[src/rtl/rsf_pkg.sv]
// Package for the RTU silence framer: word types, item kinds, line phases.
// No dependencies; imported by rsf_ctrl, rtu_silence_framer and rsf_checker.
package rsf_pkg;

  localparam int unsigned KIND_W   = 3;
  localparam int unsigned CFG_IDX_W = 2;
  localparam int unsigned GAP_W    = 16;
  localparam int unsigned REQ_W    = 10;
  localparam int unsigned CNT_OUT_W = 9;

  localparam logic [GAP_W-1:0] SHORT_GAP_RESET = 16'd2000;
  localparam logic [GAP_W-1:0] LONG_GAP_RESET  = 16'd3000;
  localparam logic [REQ_W-1:0] TX_LIMIT        = 10'd256;

  localparam logic [CFG_IDX_W-1:0] REG_SHORT_GAP = 2'd0;
  localparam logic [CFG_IDX_W-1:0] REG_LONG_GAP  = 2'd1;

  typedef enum logic [KIND_W-1:0] {
    KIND_TICK    = 3'd0,
    KIND_BYTE    = 3'd1,
    KIND_READ    = 3'd2,
    KIND_RELEASE = 3'd3,
    KIND_XMIT    = 3'd4
  } kind_e;

  typedef enum logic [2:0] {
    PH_INIT = 3'd0,
    PH_IDLE = 3'd1,
    PH_RECV = 3'd2,
    PH_CTRL = 3'd3,
    PH_EMIT = 3'd4,
    PH_BAD  = 3'd5
  } phase_e;

  typedef struct packed {
    logic [KIND_W-1:0] kind;
    logic [7:0]        rx_byte;
    logic [7:0]        byte_index;
    logic [REQ_W-1:0]  request_count;
  } in_word_t;

  typedef struct packed {
    logic [7:0]           data_out;
    logic [CNT_OUT_W-1:0] granted_count;
    logic                 accepted;
    logic [CNT_OUT_W-1:0] frame_length;
    logic                 frame_ready;
    logic                 tx_clear;
    logic [2:0]           line_state;
  } out_word_t;

endpackage

[src/rtl/rsf_store.sv]
// Frame byte store: one write port, one registered read port.
// Depends on nothing outside this file.
module rsf_store #(
  parameter int unsigned DEPTH = 256,
  parameter int unsigned AW    = 8
) (
  input  logic          clk_i,
  input  logic          we_i,
  input  logic [AW-1:0] waddr_i,
  input  logic [7:0]    wdata_i,
  input  logic          re_i,
  input  logic [AW-1:0] raddr_i,
  output logic [7:0]    rdata_o
);

  logic [7:0] mem [DEPTH];
  logic [7:0] rdata_q;

  always_ff @(posedge clk_i) begin
    if (we_i) begin
      mem[waddr_i] <= wdata_i;
    end
  end

  always_ff @(posedge clk_i) begin
    if (re_i) begin
      rdata_q <= mem[raddr_i];
    end
  end

  assign rdata_o = rdata_q;

endmodule

[src/rtl/rsf_ctrl.sv]
// Framer control: gap timer, line phase, frame count, config registers, result word.
// Depends on rsf_pkg; drives the store ports of rsf_store.
module rsf_ctrl import rsf_pkg::*; #(
  parameter int unsigned FRAME_BYTES = 256,
  parameter int unsigned AW          = 8
) (
  input  logic                 clk_i,
  input  logic                 rst_ni,
  input  logic                 cfg_we_i,
  input  logic [CFG_IDX_W-1:0] cfg_index_i,
  input  logic [GAP_W-1:0]     cfg_data_i,
  input  logic                 fire_i,
  input  in_word_t             word_i,
  output logic                 we_o,
  output logic [AW-1:0]        waddr_o,
  output logic [7:0]           wdata_o,
  output logic                 re_o,
  output logic [AW-1:0]        raddr_o,
  output out_word_t            res_o,
  output logic                 hit_o
);

  localparam int unsigned CW = $clog2(FRAME_BYTES + 1);
  localparam int unsigned MW = (CW > REQ_W) ? CW : REQ_W;
  localparam logic [CW-1:0] FB_C  = CW'(FRAME_BYTES);
  localparam logic [MW-1:0] FB_MW = MW'(FRAME_BYTES);

  logic [GAP_W-1:0] short_q, long_q;
  phase_e           phase_q, phase_d, ph_s;
  logic [GAP_W-1:0] cnt_q, cnt_d, cnt_inc;
  logic             ton_q, ton_d;
  logic [CW-1:0]    stored_q, stored_d;
  logic             done_q, done_d;
  logic             cts_q, cts_d;
  logic [MW-1:0]    granted, req_ext, st_ext, idx_ext;
  logic             acc, hit;
  out_word_t        res_d, res_q;
  logic             hit_q;

  always_ff @(posedge clk_i or negedge rst_ni) begin
    if (!rst_ni) begin
      short_q <= SHORT_GAP_RESET;
      long_q  <= LONG_GAP_RESET;
    end else if (cfg_we_i) begin
      if (cfg_index_i == REG_SHORT_GAP) short_q <= cfg_data_i;
      if (cfg_index_i == REG_LONG_GAP)  long_q  <= cfg_data_i;
    end
  end

  assign req_ext = MW'(word_i.request_count);
  assign st_ext  = MW'(stored_q);
  assign idx_ext = MW'(word_i.byte_index);
  assign cnt_inc = cnt_q + GAP_W'(1);

  always_comb begin
    phase_d  = phase_q;
    cnt_d    = cnt_q;
    ton_d    = ton_q;
    stored_d = stored_q;
    done_d   = done_q;
    cts_d    = cts_q;
    granted  = '0;
    acc      = 1'b0;
    hit      = 1'b0;
    we_o     = 1'b0;
    re_o     = 1'b0;
    ph_s     = phase_q;
    if (fire_i) begin
      unique case (kind_e'(word_i.kind))
        KIND_TICK: begin
          if (ton_q) begin
            cnt_d = cnt_inc;
            if (cnt_inc == short_q && phase_q == PH_RECV) ph_s = PH_CTRL;
            phase_d = ph_s;
            if (cnt_inc == long_q) begin
              cnt_d = '0;
              ton_d = 1'b0;
              if (ph_s == PH_INIT || ph_s == PH_EMIT || ph_s == PH_BAD) begin
                if (ph_s == PH_BAD) stored_d = '0;
                phase_d = PH_IDLE;
                cts_d   = 1'b1;
              end else if (ph_s == PH_CTRL) begin
                phase_d = PH_IDLE;
                cts_d   = 1'b1;
                done_d  = 1'b1;
              end
            end
          end
        end
        KIND_BYTE: begin
          if (!done_q) begin
            if (phase_q == PH_CTRL) begin
              phase_d = PH_BAD;
            end else if (phase_q == PH_IDLE || phase_q == PH_RECV) begin
              if (stored_q < FB_C) begin
                we_o     = 1'b1;
                stored_d = stored_q + CW'(1);
              end
              phase_d = PH_RECV;
              cts_d   = 1'b0;
              cnt_d   = '0;
              ton_d   = 1'b1;
            end
          end
        end
        KIND_READ: begin
          if (done_q) begin
            granted = (req_ext < st_ext) ? req_ext : st_ext;
            acc     = 1'b1;
            hit     = (idx_ext < granted) && (idx_ext < FB_MW);
            re_o    = 1'b1;
          end
        end
        KIND_RELEASE: begin
          if (done_q) begin
            stored_d = '0;
            done_d   = 1'b0;
            acc      = 1'b1;
          end
        end
        KIND_XMIT: begin
          if (cts_q) begin
            granted = (word_i.request_count < TX_LIMIT) ? req_ext : MW'(TX_LIMIT);
            acc     = 1'b1;
            cnt_d   = '0;
            ton_d   = 1'b1;
          end
        end
        default: ;
      endcase
    end
    res_d.data_out      = '0;
    res_d.granted_count = granted[CNT_OUT_W-1:0];
    res_d.accepted      = acc;
    res_d.frame_length  = CNT_OUT_W'(stored_d);
    res_d.frame_ready   = done_d;
    res_d.tx_clear      = cts_d;
    res_d.line_state    = 3'(phase_d);
  end

  always_ff @(posedge clk_i or negedge rst_ni) begin
    if (!rst_ni) begin
      phase_q  <= PH_INIT;
      cnt_q    <= '0;
      ton_q    <= 1'b1;
      stored_q <= '0;
      done_q   <= 1'b0;
      cts_q    <= 1'b0;
    end else begin
      phase_q  <= phase_d;
      cnt_q    <= cnt_d;
      ton_q    <= ton_d;
      stored_q <= stored_d;
      done_q   <= done_d;
      cts_q    <= cts_d;
    end
  end

  always_ff @(posedge clk_i) begin
    if (fire_i) begin
      res_q <= res_d;
      hit_q <= hit;
    end
  end

  // reads need frame_ready, which blocks writes, so no same-entry overlap
  assign waddr_o = stored_q[AW-1:0];
  assign wdata_o = word_i.rx_byte;
  assign raddr_o = AW'(word_i.byte_index);
  assign res_o   = res_q;
  assign hit_o   = hit_q;

endmodule

[src/rtl/rtu_silence_framer.sv]
// RTU silence framer top level: splits a serial byte stream into frames by line silence.
// Each accepted word's result word is registered and shows in the output register in the cycle after acceptance.
// Throughput: one word per cycle while the output is not stalled; at most one store access (write or read) per word.
// Reset: asynchronous, active low; phase init, timer running, no frame, gaps 2000/3000.
// The frame store is not cleared; only written entries ever reach data_out.
// Depends on rsf_pkg, rsf_ctrl, rsf_store.
module rtu_silence_framer import rsf_pkg::*; #(
  parameter int unsigned FRAME_BYTES = 256
) (
  input  logic                 clk_i,
  input  logic                 rst_ni,
  input  logic                 in_valid_i,
  output logic                 in_stall_o,
  input  in_word_t             in_word_i,
  output logic                 out_valid_o,
  input  logic                 out_stall_i,
  output out_word_t            out_word_o,
  input  logic                 cfg_valid_i,
  output logic                 cfg_ready_o,
  input  logic [CFG_IDX_W-1:0] cfg_index_i,
  input  logic [GAP_W-1:0]     cfg_data_i
);

  localparam int unsigned AW = (FRAME_BYTES > 1) ? $clog2(FRAME_BYTES) : 1;

  logic          fire, we, re, hit, out_valid_q;
  logic [AW-1:0] waddr, raddr;
  logic [7:0]    wdata, rdata;
  out_word_t     res;

  assign in_stall_o  = out_valid_q && out_stall_i;
  assign fire        = in_valid_i && !in_stall_o;
  assign cfg_ready_o = 1'b1;

  rsf_ctrl #(
    .FRAME_BYTES(FRAME_BYTES),
    .AW         (AW)
  ) u_ctrl (
    .clk_i      (clk_i),
    .rst_ni     (rst_ni),
    .cfg_we_i   (cfg_valid_i && cfg_ready_o),
    .cfg_index_i(cfg_index_i),
    .cfg_data_i (cfg_data_i),
    .fire_i     (fire),
    .word_i     (in_word_i),
    .we_o       (we),
    .waddr_o    (waddr),
    .wdata_o    (wdata),
    .re_o       (re),
    .raddr_o    (raddr),
    .res_o      (res),
    .hit_o      (hit)
  );

  rsf_store #(
    .DEPTH(FRAME_BYTES),
    .AW   (AW)
  ) u_store (
    .clk_i  (clk_i),
    .we_i   (we),
    .waddr_i(waddr),
    .wdata_i(wdata),
    .re_i   (re),
    .raddr_i(raddr),
    .rdata_o(rdata)
  );

  always_ff @(posedge clk_i or negedge rst_ni) begin
    if (!rst_ni) begin
      out_valid_q <= 1'b0;
    end else if (!in_stall_o) begin
      out_valid_q <= in_valid_i;
    end
  end

  always_comb begin
    out_word_o          = res;
    out_word_o.data_out = hit ? rdata : 8'd0;
  end

  assign out_valid_o = out_valid_q;

endmodule

[config.mk]
export PLATFORM = sky130hd
export DESIGN_NAME = rtu_silence_framer
export DESIGN_NICKNAME = d
export VERILOG_FILES = /design/src/rtl/rsf_pkg.sv /design/src/rtl/rsf_store.sv /design/src/rtl/rsf_ctrl.sv /design/src/rtl/rtu_silence_framer.sv
export SDC_FILE = /design/constraint.sdc
export NUM_CORES = 2
export LEC_CHECK = 0
export ABC_CLOCK_PERIOD_IN_PS = 3600
export BUFFER_PORTS_ARGS = -buffer_cell sky130_fd_sc_hd__buf_2
export CORE_ASPECT_RATIO = 1.1
export CORE_UTILIZATION = 57
export DETAILED_ROUTE_END_ITERATION = 7
export MAX_ROUTING_LAYER = met4
export PLACE_DENSITY_LB_ADDON = 0.15
export REMOVE_ABC_BUFFERS = 1
export SYNTH_ARGS = -nofsm -noshare
export SYNTH_HDL_FRONTEND = slang
export SYNTH_SLANG_ARGS = --single-unit
[constraint.sdc]
create_clock -name clk_i -period 3.6 [get_ports clk_i]
set_input_delay 0.72 -clock clk_i [delete_from_list [all_inputs] [get_ports clk_i]]
set_output_delay 0.72 -clock clk_i [all_outputs]
set_load 0.1 [all_outputs]
==> impl_metrics.yaml <==
outcome:
  outcome: "finished with violations"
  failed_checks: "design-rule violations"
power_and_ir_drop:
  vdd.ir_drop.worst_v: 0.000547
  cellLeakagePower_nw: 31.9
  pwr_density_cell_mw_per_mm2: 536
layout:
  final_cell_area_mm2: 0.0978
  post_route_cells_drive_above_1_share_pct: 34.9
  num-nets-final: 4510
  fin_cells: 6561
  area_growth_syn_to_layout_pct: 15.4
  fillCellCount: 9500
timing:
  timing.final.max_slew_violations: 0
  fmax_mhz: 290
  final_min_period_over_clock_period_pct: 95.6
  period_needed_ns: 3.44
  timing.max_slew.rel_slack_pct: 20.3
  fin_skew_ns: 0.0219
  setup_viol: 0
  hold_violations: 0
  rsz0062_at_grt: "no"
  tightestPinTransition_ns: 1.19
synthesis:
  netlist-cell-type-count: 77
  synthDominantAreaCellType: "edfxtp_1"
  ys.flop_type: "edfxtp_1"
  synth_area_leaders: "edfxtp_1, mux4_2, dfrtp_1"
  yosysWarningCount: 0
  avgSynthCellArea_um2: 21.9
  synth-edff-count: 2081
  seq_area_frac_synth_pct: 75.6
  mappedNetlistArea_mm2: 0.0848
  postSynthCellCount: 3863
  synth_top_cell_area_share_pct: 73.7
  ys_seq_elements: 2145
  async_reset_ff_share_pct: 2.98
worst_setup_path:
  crit_path_end_kind: "register"
  critical_path_class: "reg -> reg"
  worstReg2RegEnd: "u_ctrl.res_o[3]"
  cell_with_the_largest_stage_delay_on_the_worst_path: "a2111oi_0"
  critical_path.startpoint: "u_ctrl.cnt_q[6]"
  critical_path_required_ns: 4.29
  crit_chain: "nand4_2 > buf_4 > nor2_2 > a21o_1 > o2111ai_1 > a2111oi_0 > a41oi_1 > a2111oi_2 > o22a_1"
  timing.critical_path.from_type: "register"
  worstReg2RegStart: "u_ctrl.cnt_q[6]"
  cp_slowest_stage_delay_ns: 0.54
  path_max_fanout: 8
  critical_path_arrival_ns: 4.13
  reg2reg_depth: 9
  worst-r2r-setup-slack_ns: 0.16
placed_design:
  placement.cell_area_mm2: 0.0913
  place.detailed.instances: 6187
  dp_hpwl_mm: 125
  gp_congestion: 0.937
  io_buffers: 85
global_routing:
  grt_start_max_net_pins: 119
  grt_first_pass_wirelength_mm: 287
  number_of_antenna_violations_at_the_first_check_in_global_routing: 4
  overflow: 0
  grt_util_all_layers_pct: 27.7
  first_global_vias: 41200
route:
  maxUsedRoutingLayer: "met4"
  route.detailed.drc: 3
  routed_wire_length_per_instance_um: 30.0
  initialDrtViolationCount: 4473
  dr_wl_met2_mm: 97.9
  firstDrtPassIters: 8
  num_vias: 41200
  detail-route-antenna-nets: 0
  met3_length_mm: 15.6
  routed_via_density: 6.28
  detail_route.wirelength.met1_mm: 78.9
  postRouteWirelength_mm: 197
die:
  floorplan.rows: 148
  chipWidth_um: 370
  fp.dieH_um: 406
  initial_core_util_pct: 57.4
  core-area_mm2: 0.148
  floorplan.die_area_mm2: 0.150
  io_pins: 87
cts:
  cts_htree_levels: 4
  buffers_inserted_by_post_cts_timing_repair: 0
  cts.clk_slew.worst_paths_ns: 0.06
  max-clock-path-buffers: 3
  clock_latency_ns: 0.83
  clock_tree_root_driver_cell: "clkbuf_16"
  cts_buffers: 199
  tritoncts: "done"
  cts.sink_count: 2145
min_path:
  hold_class: "in -> async"
run:
  max_cap_viol_count: 0
==> final cells by class <==
| class | instances | area (um^2) | area share, % |
|---|---|---|---|
| flip-flops and latches | 2145 | 64100 | 65.5 |
| multi-input cells | 1471 | 19600 | 20.1 |
| clock buffers | 252 | 5320 | 5.44 |
| repair buffers | 595 | 4970 | 5.08 |
| well taps | 1950 | 2440 | 2.49 |
| clock inverters | 116 | 1240 | 1.26 |
| inverters | 26 | 97.6 | 0.0998 |
| diodes | 6 | 15.0 | 0.0153 |
==> timing repair <==
action | 4_1_cts | 5_1_grt
resized for setup | 0 | 1
setup endpoints to repair | 0 | 1
hold endpoints to repair | 0 | 0
hold buffers | 0 | 0
==> metrics by stage <==
step                      worst slack [ns]  hold slack [ns]  power [mW]  util (%)  TNS [ns]
final                                0.157           0.0761        52.5      66.2         0
after global routing               0.00784           0.0792        53.9      66.2         0
after CTS                            0.264           0.0323        52.8      66.2         0
after detailed placement           -0.0698            0.521        31.8      61.8   -0.0785
after global placement             -0.0290            0.503        31.8      61.8   -0.0290
after floorplan                    -0.0198            0.424        29.7         -   -0.0198
==> per-layer routing <==
layer	global-route usage, %	vias up
met3	4.94	254
met2	43.2	1737
met1	38.2	21900
met4	7.51	0
met5	-	-
li1	-	17300
==> logic make-up (layout without fill, tap and decap cells) <==
group	count (synthesis)	after routing	share of synthesized area, %
flip-flops	2145	2145	75.6
AND/OR/NAND/NOR	504	504	2.79
other	1	7	0.00442
multiplexers	741	741	18.2
XOR/XNOR	44	44	0.487
buffers and inverters	247	989	1.24
adder cells (fa/ha/maj)	20	20	0.295
AO/OA/AOI/OAI	161	161	1.30
==> placed cells by master, fill, tap and decap left out, types with 14 or more instances in the layout <==
cell,count
buf_12,48
nor2_1,307
buf_4,465
clkbuf_16,203
buf_2,71
clkinv_2,36
edfxtp_1,2081
nand2_1,70
mux4_2,640
nor3_1,15
a21oi_1,30
xnor2_1,29
bufinv_16,24
mux2i_1,67
o21ai_0,25
ha_1,20
a22oi_1,33
dfstp_2,14
clkinv_1,34
inv_1,26
mux2_2,34
dfrtp_1,50
clkbuf_1,42
==> cell usage after synthesis (14+ instances only) <==
master,n
a22oi_1,33
mux2_2,34
mux4_2,640
nand3_1,16
nor3_1,15
ha_1,20
dfstp_2,14
buf_1,44
edfxtp_1,2081
dfrtp_1,50
clkbuf_1,118
a21oi_1,30
mux2i_1,67
nor2_1,307
inv_1,26
xnor2_1,29
nand2_1,74
buf_2,47
o21ai_0,25
==> sequential cells by signal, summed over array words and instances, names as in the netlist <==
name and cells:
u_ctrl.cnt_q 16, out_valid_o 1, u_ctrl.hit_o 1, u_ctrl.short_q 16, u_store.mem 2048, u_ctrl.cts_q 1, u_ctrl.phase_q 3, u_ctrl.res_o 24
u_ctrl.done_q 1, u_store.rdata_o 8, u_ctrl.ton_q 1, u_ctrl.stored_q 9, u_ctrl.long_q 16
==> worst max-delay path by stage <==
stage	slack (ns)	end
2_1_floorplan	-0.02	u_ctrl.hit_o
3_3_place_gp	-0.03	u_store.rdata_o[5]
3_5_place_dp	-0.07	u_store.rdata_o[5]
4_1_cts	0.26	u_ctrl.res_o[10]
5_1_grt	0.008	u_ctrl.res_o[3]
6_report	0.16	u_ctrl.res_o[3]
==> worst max-delay path: cells and delay by family, from the launching register on <==
kind	cells	cell delay, ns
simple gates	2	0.65
flops	1	0.53
buf+inv	1	0.31
compound gates	6	1.82
==> where the power goes <==
group / leakage, nW / internal [mW] / switching [mW]
Clock: 3.20 / 12.2 / 9.01
Sequential: 19.5 / 27.5 / 0.120
Combinational: 9.23 / 1.39 / 2.24
Total: 31.9 / 41.1 / 11.4
No activity file was read; power rests on OpenSTA's default activity.
